==> config.mk <==
export PLATFORM = sky130hd
export DESIGN_NAME = http_byte_range_parser
export DESIGN_NICKNAME = d
export VERILOG_FILES = /design/src/hrp_pkg.sv /design/src/hrp_parse.sv /design/src/hrp_out_fifo.sv /design/src/http_byte_range_parser.sv
export SDC_FILE = /design/constraint.sdc
export NUM_CORES = 2
export LEC_CHECK = 0
export BUFFER_PORTS_ARGS = -buffer_cell sky130_fd_sc_hd__buf_4
export CORE_ASPECT_RATIO = 1.25
export CORE_MARGIN = 10
export CORE_UTILIZATION = 48
export CTS_CLUSTER_SIZE = 8
export DETAILED_ROUTE_END_ITERATION = 8
export HOLD_SLACK_MARGIN = 0.03
export PLACE_DENSITY = 0.62
export REMOVE_ABC_BUFFERS = 1
export SLEW_MARGIN = 15
export SYNTH_ARGS = -nofsm -noshare
export SYNTH_HDL_FRONTEND = slang
export SYNTH_SLANG_ARGS = --single-unit
==> constraint.sdc <==
create_clock -name aclk -period 10.1 [get_ports aclk]
set_input_delay 1.515 -clock aclk [delete_from_list [all_inputs] [get_ports aclk]]
set_output_delay 1.515 -clock aclk [all_outputs]
set_load 0.01 [all_outputs]
==> src/hrp_pkg.sv <==
// hrp_pkg: shared types and constants of the http byte range parser
// holds the input beat and result record structs, status codes and prefix text
// no dependencies
package hrp_pkg;

    typedef struct packed {
        logic [7:0] char_code;
        logic       end_of_text;
    } in_item_t;

    typedef struct packed {
        logic        record_kind;
        logic [63:0] first_byte;
        logic [63:0] last_byte;
        logic [2:0]  status;
        logic        final_record;
    } out_rec_t;

    localparam logic KIND_RANGE  = 1'b0;
    localparam logic KIND_STATUS = 1'b1;

    localparam logic [2:0] ST_OK         = 3'd0;
    localparam logic [2:0] ST_BAD_PREFIX = 3'd1;
    localparam logic [2:0] ST_EMPTY      = 3'd2;
    localparam logic [2:0] ST_BAD_DIGIT  = 3'd3;
    localparam logic [2:0] ST_OVERFLOW   = 3'd4;

    localparam logic [1:0] FAULT_NONE  = 2'd0;
    localparam logic [1:0] FAULT_DIGIT = 2'd1;
    localparam logic [1:0] FAULT_OVER  = 2'd2;

    localparam logic [2:0] PREFIX_LEN = 3'd6;

    localparam logic [7:0] CH_SPACE  = 8'h20;
    localparam logic [7:0] CH_COMMA  = 8'h2C;
    localparam logic [7:0] CH_HYPHEN = 8'h2D;
    localparam logic [7:0] CH_ZERO   = 8'h30;
    localparam logic [7:0] CH_NINE   = 8'h39;
    localparam logic [7:0] CH_UPPER_A = 8'h41;
    localparam logic [7:0] CH_UPPER_Z = 8'h5A;
    localparam logic [7:0] CASE_BIT   = 8'h20;

    // output queue depth, two slots kept free for a worst-case beat
    localparam int OUT_DEPTH = 4;

    // expected lower-case character of "bytes=" at a prefix position
    function automatic logic [7:0] prefix_char(input logic [2:0] pos);
        logic [7:0] ch;
        case (pos)
            3'd0:    ch = 8'h62;
            3'd1:    ch = 8'h79;
            3'd2:    ch = 8'h74;
            3'd3:    ch = 8'h65;
            3'd4:    ch = 8'h73;
            3'd5:    ch = 8'h3D;
            default: ch = 8'h00;
        endcase
        return ch;
    endfunction

endpackage

==> src/hrp_parse.sv <==
// hrp_parse: parser state and single-pass per-character update
// produces up to two result records per beat; depends on hrp_pkg
module hrp_parse (
    input  logic             aclk,
    input  logic             aresetn,
    input  logic             fire,
    input  hrp_pkg::in_item_t item,
    output hrp_pkg::out_rec_t rec0,
    output hrp_pkg::out_rec_t rec1,
    output logic [1:0]       rec_cnt
);

    logic [2:0]  prefix_pos_reg, prefix_pos_next;
    logic [2:0]  error_code_reg, error_code_next;
    logic        in_upper_reg, in_upper_next;
    logic [63:0] lower_value_reg, lower_value_next;
    logic        lower_present_reg, lower_present_next;
    logic [1:0]  lower_fault_reg, lower_fault_next;
    logic [63:0] upper_value_reg, upper_value_next;
    logic        upper_present_reg, upper_present_next;
    logic [1:0]  upper_fault_reg, upper_fault_next;

    logic [7:0]  lc;
    logic        is_digit;
    logic [3:0]  digit;
    logic [63:0] acc_sel;
    logic [1:0]  fault_sel;
    logic [67:0] acc_wide;
    logic [67:0] prod;
    logic [63:0] acc_new;
    logic [1:0]  fault_new;
    logic        comma_v;
    logic        final_v;
    hrp_pkg::out_rec_t comma_rec;
    hrp_pkg::out_rec_t final_rec;
    hrp_pkg::out_rec_t stat_rec;

    function automatic logic [2:0] fault_status(input logic [1:0] f);
        return (f == hrp_pkg::FAULT_DIGIT) ? hrp_pkg::ST_BAD_DIGIT : hrp_pkg::ST_OVERFLOW;
    endfunction

    // one shared times-ten accumulate for whichever bound is open
    always_comb begin
        lc = item.char_code;
        if (item.char_code >= hrp_pkg::CH_UPPER_A && item.char_code <= hrp_pkg::CH_UPPER_Z) begin
            lc = item.char_code | hrp_pkg::CASE_BIT;
        end
        is_digit  = (item.char_code >= hrp_pkg::CH_ZERO) && (item.char_code <= hrp_pkg::CH_NINE);
        digit     = item.char_code[3:0];
        acc_sel   = in_upper_reg ? upper_value_reg : lower_value_reg;
        fault_sel = in_upper_reg ? upper_fault_reg : lower_fault_reg;
        acc_wide  = {4'b0, acc_sel};
        prod      = (acc_wide << 3) + (acc_wide << 1) + {64'b0, digit};
        acc_new   = acc_sel;
        fault_new = fault_sel;
        if (fault_sel != hrp_pkg::FAULT_DIGIT) begin
            if (!is_digit) begin
                fault_new = hrp_pkg::FAULT_DIGIT;
            end else if (fault_sel != hrp_pkg::FAULT_OVER) begin
                if (prod[67:64] != 4'b0) begin
                    acc_new   = '1;
                    fault_new = hrp_pkg::FAULT_OVER;
                end else begin
                    acc_new = prod[63:0];
                end
            end
        end
    end

    always_comb begin
        prefix_pos_next    = prefix_pos_reg;
        error_code_next    = error_code_reg;
        in_upper_next      = in_upper_reg;
        lower_value_next   = lower_value_reg;
        lower_present_next = lower_present_reg;
        lower_fault_next   = lower_fault_reg;
        upper_value_next   = upper_value_reg;
        upper_present_next = upper_present_reg;
        upper_fault_next   = upper_fault_reg;
        comma_v            = 1'b0;
        final_v            = 1'b0;

        comma_rec              = '0;
        comma_rec.record_kind  = hrp_pkg::KIND_RANGE;
        comma_rec.first_byte   = lower_value_reg;
        comma_rec.last_byte    = upper_value_reg;
        comma_rec.status       = hrp_pkg::ST_OK;

        if (error_code_reg == hrp_pkg::ST_OK) begin
            if (prefix_pos_reg < hrp_pkg::PREFIX_LEN) begin
                if (lc == hrp_pkg::prefix_char(prefix_pos_reg)) begin
                    prefix_pos_next = prefix_pos_reg + 3'd1;
                end else begin
                    error_code_next = hrp_pkg::ST_BAD_PREFIX;
                end
            end else if (item.char_code == hrp_pkg::CH_SPACE) begin
                // skipped
            end else if (item.char_code == hrp_pkg::CH_COMMA) begin
                if (!lower_present_reg || !upper_present_reg) begin
                    error_code_next = hrp_pkg::ST_EMPTY;
                end else if (lower_fault_reg != hrp_pkg::FAULT_NONE) begin
                    error_code_next = fault_status(lower_fault_reg);
                end else if (upper_fault_reg != hrp_pkg::FAULT_NONE) begin
                    error_code_next = fault_status(upper_fault_reg);
                end else begin
                    comma_v            = 1'b1;
                    in_upper_next      = 1'b0;
                    lower_value_next   = '0;
                    lower_present_next = 1'b0;
                    lower_fault_next   = hrp_pkg::FAULT_NONE;
                    upper_value_next   = '0;
                    upper_present_next = 1'b0;
                    upper_fault_next   = hrp_pkg::FAULT_NONE;
                end
            end else if (item.char_code == hrp_pkg::CH_HYPHEN) begin
                in_upper_next = 1'b1;
            end else if (in_upper_reg) begin
                upper_value_next   = acc_new;
                upper_present_next = 1'b1;
                upper_fault_next   = fault_new;
            end else begin
                lower_value_next   = acc_new;
                lower_present_next = 1'b1;
                lower_fault_next   = fault_new;
            end
        end

        final_rec             = '0;
        final_rec.record_kind = hrp_pkg::KIND_RANGE;
        final_rec.first_byte  = lower_value_next;
        final_rec.last_byte   = upper_value_next;
        final_rec.status      = hrp_pkg::ST_OK;

        if (item.end_of_text) begin
            if (error_code_next == hrp_pkg::ST_OK && prefix_pos_next < hrp_pkg::PREFIX_LEN) begin
                error_code_next = hrp_pkg::ST_BAD_PREFIX;
            end
            if (error_code_next == hrp_pkg::ST_OK && lower_present_next) begin
                if (lower_fault_next != hrp_pkg::FAULT_NONE) begin
                    error_code_next = fault_status(lower_fault_next);
                end else begin
                    final_v = 1'b1;
                end
            end
        end

        stat_rec              = '0;
        stat_rec.record_kind  = hrp_pkg::KIND_STATUS;
        stat_rec.status       = error_code_next;
        stat_rec.final_record = 1'b1;

        // a comma record and a final pair never come from the same beat
        rec0    = comma_v ? comma_rec : (final_v ? final_rec : stat_rec);
        rec1    = stat_rec;
        rec_cnt = {1'b0, comma_v} + {1'b0, final_v} + {1'b0, item.end_of_text};
    end

    always_ff @(posedge aclk) begin
        if (!aresetn) begin
            prefix_pos_reg    <= '0;
            error_code_reg    <= hrp_pkg::ST_OK;
            in_upper_reg      <= 1'b0;
            lower_value_reg   <= '0;
            lower_present_reg <= 1'b0;
            lower_fault_reg   <= hrp_pkg::FAULT_NONE;
            upper_value_reg   <= '0;
            upper_present_reg <= 1'b0;
            upper_fault_reg   <= hrp_pkg::FAULT_NONE;
        end else if (fire) begin
            if (item.end_of_text) begin
                prefix_pos_reg    <= '0;
                error_code_reg    <= hrp_pkg::ST_OK;
                in_upper_reg      <= 1'b0;
                lower_value_reg   <= '0;
                lower_present_reg <= 1'b0;
                lower_fault_reg   <= hrp_pkg::FAULT_NONE;
                upper_value_reg   <= '0;
                upper_present_reg <= 1'b0;
                upper_fault_reg   <= hrp_pkg::FAULT_NONE;
            end else begin
                prefix_pos_reg    <= prefix_pos_next;
                error_code_reg    <= error_code_next;
                in_upper_reg      <= in_upper_next;
                lower_value_reg   <= lower_value_next;
                lower_present_reg <= lower_present_next;
                lower_fault_reg   <= lower_fault_next;
                upper_value_reg   <= upper_value_next;
                upper_present_reg <= upper_present_next;
                upper_fault_reg   <= upper_fault_next;
            end
        end
    end

endmodule

==> src/hrp_out_fifo.sv <==
// hrp_out_fifo: small register queue for result records
// takes up to two records per cycle, gives one per cycle while m_ready is high; depends on hrp_pkg
module hrp_out_fifo (
    input  logic              aclk,
    input  logic              aresetn,
    input  hrp_pkg::out_rec_t wr_rec0,
    input  hrp_pkg::out_rec_t wr_rec1,
    input  logic [1:0]        wr_cnt,
    output logic              room2,
    output hrp_pkg::out_rec_t m_record,
    output logic              m_valid,
    input  logic              m_ready
);

    localparam int PtrW = $clog2(hrp_pkg::OUT_DEPTH);

    hrp_pkg::out_rec_t     slot_reg [hrp_pkg::OUT_DEPTH];
    logic [PtrW-1:0]       wr_ptr_reg;
    logic [PtrW-1:0]       rd_ptr_reg;
    logic [PtrW:0]         count_reg;
    logic [PtrW-1:0]       wr_ptr_p1;
    logic                  pop;

    assign pop       = m_valid && m_ready;
    assign m_valid   = (count_reg != '0);
    assign m_record  = slot_reg[rd_ptr_reg];
    assign room2     = (count_reg <= (PtrW+1)'(hrp_pkg::OUT_DEPTH - 2));
    assign wr_ptr_p1 = wr_ptr_reg + PtrW'(1);

    always_ff @(posedge aclk) begin
        if (wr_cnt != 2'd0) begin
            slot_reg[wr_ptr_reg] <= wr_rec0;
        end
        if (wr_cnt == 2'd2) begin
            slot_reg[wr_ptr_p1] <= wr_rec1;
        end
    end

    always_ff @(posedge aclk) begin
        if (!aresetn) begin
            wr_ptr_reg <= '0;
            rd_ptr_reg <= '0;
            count_reg  <= '0;
        end else begin
            wr_ptr_reg <= wr_ptr_reg + PtrW'(wr_cnt);
            if (pop) begin
                rd_ptr_reg <= rd_ptr_reg + PtrW'(1);
            end
            count_reg <= count_reg + (PtrW+1)'(wr_cnt) - (PtrW+1)'(pop);
        end
    end

endmodule

==> src/http_byte_range_parser.sv <==
// http_byte_range_parser: top level of the range header parser
// input register, hrp_parse single-pass update and hrp_out_fifo; uses hrp_pkg
//
//  port group  dir  payload                         handshake
//  s_          in   in_item_t  (char, end flag)     s_valid / s_ready
//  m_          out  out_rec_t  (range or status)    m_valid / m_ready
//
// one character per cycle while s_ready is high: a beat is accepted into the
// input register, is parsed and queued, and its records reach m_ from the queue.
// a beat yields up to two records; m_ drains one record per cycle while m_ready
// is high, so the record rate of the output port sets the sustained figure.
// reset (aresetn low, synchronous) empties the pipe and the queue.
// s_ready drops only while the queue has fewer than two free slots.
module http_byte_range_parser (
    input  logic              aclk,
    input  logic              aresetn,
    input  logic              s_valid,
    output logic              s_ready,
    input  hrp_pkg::in_item_t s_item,
    output logic              m_valid,
    input  logic              m_ready,
    output hrp_pkg::out_rec_t m_record
);

    logic              in_valid_reg;
    hrp_pkg::in_item_t in_item_reg;
    logic              room2;
    logic              fire;
    hrp_pkg::out_rec_t rec0;
    hrp_pkg::out_rec_t rec1;
    logic [1:0]        rec_cnt;
    logic [1:0]        push_cnt;

    assign fire     = in_valid_reg && room2;
    assign s_ready  = !in_valid_reg || room2;
    assign push_cnt = fire ? rec_cnt : 2'd0;

    always_ff @(posedge aclk) begin
        if (!aresetn) begin
            in_valid_reg <= 1'b0;
        end else if (s_ready) begin
            in_valid_reg <= s_valid;
        end
    end

    always_ff @(posedge aclk) begin
        if (s_ready && s_valid) begin
            in_item_reg <= s_item;
        end
    end

    hrp_parse u_parse (
        .aclk    (aclk),
        .aresetn (aresetn),
        .fire    (fire),
        .item    (in_item_reg),
        .rec0    (rec0),
        .rec1    (rec1),
        .rec_cnt (rec_cnt)
    );

    hrp_out_fifo u_out_fifo (
        .aclk     (aclk),
        .aresetn  (aresetn),
        .wr_rec0  (rec0),
        .wr_rec1  (rec1),
        .wr_cnt   (push_cnt),
        .room2    (room2),
        .m_record (m_record),
        .m_valid  (m_valid),
        .m_ready  (m_ready)
    );

endmodule

# ---- After elaboration in Yosys (flattened, before gate mapping)
# Memory sizes are Yosys's and may differ from the RTL's. A register that Yosys moved wholly into a read port is not among the register bits.
# Cells that the tools add are included.
dict set report op_classes {
  addsub 10
  n_lt_le_gt_ge 7
  reduce_logical 27
  eq_ne 21
  n_mux 120
}
# operator n
set ops {}
lappend ops {{$mux W64} 25}
lappend ops {{$mux W133} 2}
lappend ops {{$add A67 B65 Y68} 1}
lappend ops {{$add A68 B4 Y68} 1}
lappend ops {{$mux W3} 21}
lappend ops {{$mux W2} 28}
lappend ops {{$pmux W7 S6} 1}
lappend ops {{$mux W1} 40}
lappend ops {{$eq A8 B6 Y1 const B} 3}
lappend ops {{$mux W8} 2}
lappend ops {{$logic_not A3 Y1} 4}
lappend ops {{$reduce_bool A2 Y1} 5}
lappend ops {{$ne A3 B3 Y1 const B} 3}
lappend ops {{$reduce_and A9 Y1} 1}
lappend ops {{$reduce_bool A3 Y1} 3}
lappend ops {{$eq A8 B8 Y1} 1}
lappend ops {{$ge A8 B6 Y1 const B} 1}
lappend ops {{$ge A8 B7 Y1 const B} 1}
lappend ops {{$le A8 B6 Y1 const B} 1}
lappend ops {{$le A8 B7 Y1 const B} 1}
lappend ops {{$reduce_and A8 Y1} 1}
lappend ops {{$logic_and A1 B1 Y1} 7}
lappend ops {{$eq A2 B1 Y1 const B} 3}
lappend ops {{$eq A3 B2 Y1 const B} 2}
lappend ops {{other kinds (19)} 27}
dict set report totals {
  reg_bits 158
  wordCells 201
  output_inout_bits 135
  mem_count 1
  in_bits 13
  ram_bits 532
}
# name words word_bits read_ports rd_clocked_by_memory_dff wr line_no
set memory_table {}
lappend memory_table {u_out_fifo.slot_reg 4 133 1 1 2 hrp_out_fifo.sv:17} ;# hrp_pkg::out_rec_t slot_reg [hrp_pkg::OUT_DEPTH];

# ---- Depth between registers and ports, before layout
dict set report depth {
  word_depth 24
  ltp_mapped 30
  mapped_depth_nobuf 23
}

# ---- Cells and area by module
# A second synthesis with hierarchy kept.
dict set report unflattened {
  hier_cells 3085
  hier_area_um2 40232.3
}
# module cells_per_inst area_each_um2 n_inst seq_area_each_um2
set by_module_without_submodules {}
lappend by_module_without_submodules {hrp_out_fifo 1341 26002.4 1 16155.5}
lappend by_module_without_submodules {hrp_parse 1727 13879.6 1 2822.7}
lappend by_module_without_submodules {http_byte_range_parser 17 350.3 1 290.3}

# ---- Least setup slack after synthesis
# OpenSTA, ideal clock, no wires.
dict set report synth_timing {
  path_kind {flip-flop to flip-flop}
  start {reg u_parse.in_upper_reg}
  end {mem u_out_fifo.slot_reg[1][131] (netlist name)}
  path_buffers 8
  arrival_time_ns 7.357
  setup_ns 0.069
  stages_incl_launch_ff 29
  period_less_slack_ns 7.426
  path_slack_ns 2.674
  required_time_ns 10.031
  path_cell_list {dfxtp_1 -> clkbuf_1 -> clkbuf_1 -> clkbuf_1 -> buf_1 -> mux2i_1 -> fa_1 -> inv_1 -> ha_1 -> a21oi_1 -> nand4b_1 -> a21oi_2 -> o2111a_1 -> o311ai_1 -> a2111oi_0 -> or3_1 -> a2111oi_2 -> o211ai_2 -> buf_4 -> fa_1 -> nor2_1 -> nor2_1 -> or3_1 -> clkbuf_1 -> nor2_1 -> clkbuf_1 -> clkbuf_1 -> a22oi_1 -> o21ai_1}
}
# element line_no
set synth_rtl {}
lappend synth_rtl {{start, declared} hrp_parse.sv:15} ;# logic in_upper_reg, in_upper_next;
lappend synth_rtl {{start signal, assigned} hrp_parse.sv:183} ;# in_upper_reg <= in_upper_next;
lappend synth_rtl {{end, declared} hrp_out_fifo.sv:17}

==> metrics.md <==
| Metric | Value |
|---|---|
| Final Power | `6.24 mW` |
| Vias after detailed routing | `31,500` |
| Total wire length | `121,000 um` |
| F_max | `0.121 GHz` |
| CORE AREA | `73,500 sq um` |
| Commonest non-fill, non-tap cells in the layout | `667 x nand2_1, 664 x dfxtp_1, 394 x o21ai_0` |
| FF-to-FF End | `u_out_fifo.slot_reg[0][97]` |
| Vias/cell | `6.48` |
| P_int | `4.69 mW` |
| Net switching power | `1.55 mW` |
| Htree depth | `3` |
| Count of final setup violators | `0` |
| Final min period | `8.28 ns` |
| Worst reg2reg startpoint | `u_parse.in_upper_reg` |
| WHS Path Cells | `2` |
| Sequential group share of total power | `45.3%` |
| Hold endpoint | `u_out_fifo.slot_reg[2][0]` |
| Antenna viol nets, final | `0` |
| Worst slew pin tran | `1.05 ns` |
| Sw Ratio | `24.8%` |
| Clk network pwr share | `47.0%` |
| Die area | `85,600 sq um` |
| Global-route wire length before repair | `187,000 um` |
| FF-to-FF setup slack | `1.82 ns` |
| Prevailing post-synth register cell | `dfxtp_1` |
| Logic pwr share | `7.7%` |
| Netlist cell types | `92` |
| Clock Path Buffers | `3` |
| Crit path capture type | `flop` |
| Syn Area/Cell | `9.11 sq um` |
| Site Rows | `111` |
| Placed wire-length estimate | `74,200 um` |
| Diode count | `0` |
| Post-CTS sizing | `0` |
| Synth async-reset ratio | `0%` |
| Largest net degree at the start of global routing | `93` |
| Max Cap Viol | `0` |
| Worst min-delay path class | `reg2reg` |
| CTS tree | `yes` |
| GRT Overall Usage | `26.9%` |
| Post-layout util | `54.2%` |
| Seq cells post-synth | `688` |
| P&R area growth vs syn | `11.7%` |
| Max_slew headroom | `29.9%` |
| Hold Buf Count CTS | `0` |
| # clock sinks | `688` |
| Top cells by area, synth | `dfxtp_1 37%, mux4_2 8.3%, a22oi_1 7.4%` |
| Yosys warning total | `0` |
| CP Launch Point | `u_parse.in_upper_reg` |
| Leading cell type in the layout, fill and taps excluded | `nand2_1` |
| Worst endpoint data arrival time | `8.83 ns` |
| DR pass1 iterations | `6` |
| Die Wd | `264 um` |
| Cell leakage power | `14.0 nW` |
| PwrDens | `157 nW/um^2` |
| Hold Path Origin | `u_out_fifo.slot_reg[2][0]` |
| Chip height | `325 um` |
| Area share of the largest cell type after synthesis | `37.5%` |
| CTS clock-pin slew for the worst setup and hold paths | `0.06 ns` |
| Tcrit/Tclk final | `81.9%` |
| WP data required | `10.65 ns` |
| Grt ovf | `0` |
| Number of synthesized flops with an enable pin | `21` |
| Worst Path Max Fanout | `91` |
| Number of global-route vias before repair | `31,000` |
| Postcts setup bufs | `0` |
| Top cell type by total area after synthesis | `dfxtp_1` |
| Skew-Pair Late Insertion Delay | `0.67 ns` |
| Mapped Cells | `3,913` |
| Total CTS buffers | `96` |
| Final hold slack | `0.437 ns` |
| Post-synthesis sequential area ratio | `39.2%` |
| CP Class | `reg2reg` |
| Max reg flops | `528` |
| Wire length per cell | `24.9 um` |
| Reg2Reg Depth | `21` |
| Initial antenna violation count | `0` |
| Final Hold Viols | `0` |
| Share of cells above drive strength 1 | `14.4%` |
| RSZ-0062 raised after global routing | `false` |
| Initial DRC Count | `3,014` |
| Startpoint type of the worst setup path | `flop` |
| I/O Buffers | `147` |
| Initial Utilization | `48.5%` |
| Status | `complete, no violations` |
| Placer Congestion | `0.977` |
| Number of max-slew violations in the final report | `0` |
| DRC Markers | `0` |
| Root buffer cell | `clkbuf_16` |
| Num ports | `148` |
| VDD IR max | `207 uV` |
| Clock skew | `0.0298 ns` |
| Final nets | `4,038` |
| Synth Cell Area | `35,700 sq um` |
[routing by layer]
metal	track usage [%]	vias up	wire, um
met3	3.84	264	7380
met5	0	-	0
met4	10.3	0	4080
met2	46.7	1219	59900
li1	-	14500	-
met1	33.3	15500	49600
[how the worst max path moves through the flow]
stage | to | slack, ns | cells after the start
2_1_floorplan | u_out_fifo.slot_reg[0][1] | -1.20 | 19
3_3_place_gp | u_out_fifo.slot_reg[0][83] | 2.17 | 21
3_5_place_dp | u_out_fifo.slot_reg[0][97] | 2.03 | 21
4_1_cts | u_out_fifo.slot_reg[0][97] | 1.98 | 21
5_1_grt | u_out_fifo.slot_reg[0][110] | 1.42 | 21
6_report | u_out_fifo.slot_reg[0][97] | 1.82 | 21
[synthesized netlist by cell type, types with 11 or more instances]
| master | instances |
|---|---|
| ha_1 | 135 |
| a2bb2oi_1 | 24 |
| nor2_1 | 126 |
| buf_4 | 18 |
| o21bai_1 | 11 |
| buf_2 | 56 |
| o211ai_1 | 218 |
| nand4_1 | 30 |
| nand2_1 | 668 |
| mux4_2 | 132 |
| a22oi_1 | 351 |
| a31oi_1 | 20 |
| o21ai_1 | 36 |
| and2_1 | 46 |
| xor2_1 | 29 |
| nand3_1 | 39 |
| a32oi_1 | 42 |
| nor2b_1 | 67 |
| clkbuf_1 | 223 |
| edfxtp_1 | 21 |
| mux2_2 | 59 |
| xnor2_1 | 39 |
| dfxtp_1 | 667 |
| a21oi_1 | 117 |
| a221o_1 | 25 |
| a21o_1 | 20 |
| nand2b_1 | 34 |
| or3_1 | 16 |
| o22ai_1 | 12 |
| inv_1 | 49 |
| nor3_1 | 18 |
| o21ai_0 | 395 |
| buf_1 | 12 |
[stage by stage]
step           worst slack [ns]  area, sq um  cells  setup TNS (ns)
6_report                   1.82        39800   4861               0
3_5_place_dp               2.03        37200   4748               0
4_1_cts                    1.98        39800   4861               0
3_3_place_gp               2.17        37200   4748               0
5_1_grt                    1.42        39800   4861               0
2_1_floorplan             -1.20        34300   3595         -210.31
[cells by family after synthesis]
group | after synthesis | synth area share [%]
fa+ha+maj | 139 | 4.96
mux | 198 | 10.4
compound gates | 1358 | 25.7
simple gates | 1095 | 13.6
xor+xnor | 68 | 1.67
buf+inv | 367 | 4.39
flops | 688 | 39.2
[critical path, cell delays in order, from the launching register on]
cell and delay (ns):
dfxtp_4 0.97, mux2i_1 0.80, inv_1 0.11, ha_1 0.33
ha_1 0.45, nand4_1 0.19, nor4_1 0.62, nand3_1 0.21
o21ai_0 0.19, a211oi_1 0.08, o31ai_2 0.11, mux2i_1 0.15
a2111oi_2 0.58, o211ai_2 0.12, buf_4 0.25, fa_1 0.55
nor2_1 0.21, nor2_1 0.12, nor3_1 0.69, nand3_4 0.62
buf_12 0.45, o21ai_0 0.27
[cell type report]
type,count,area (sq um)
multi-input cells,2858,20300
well taps,960,1200
clock inverters,5,106
repair buffers,193,1550
clock buffers,108,2490
flip-flops and latches,688,14000
fillers,6727,33600
inverters,49,184
[power by group through the flow]
stage	sequential (mW)	clock [mW]	combinational, mW
floorplan	2.93	0	0.279
global placement	2.89	0	0.477
detailed placement	2.89	0	0.480
CTS	2.83	2.96	0.482
global route	2.83	3.07	0.508
finish	2.83	2.93	0.478
Power figures use the tool's default switching activity.
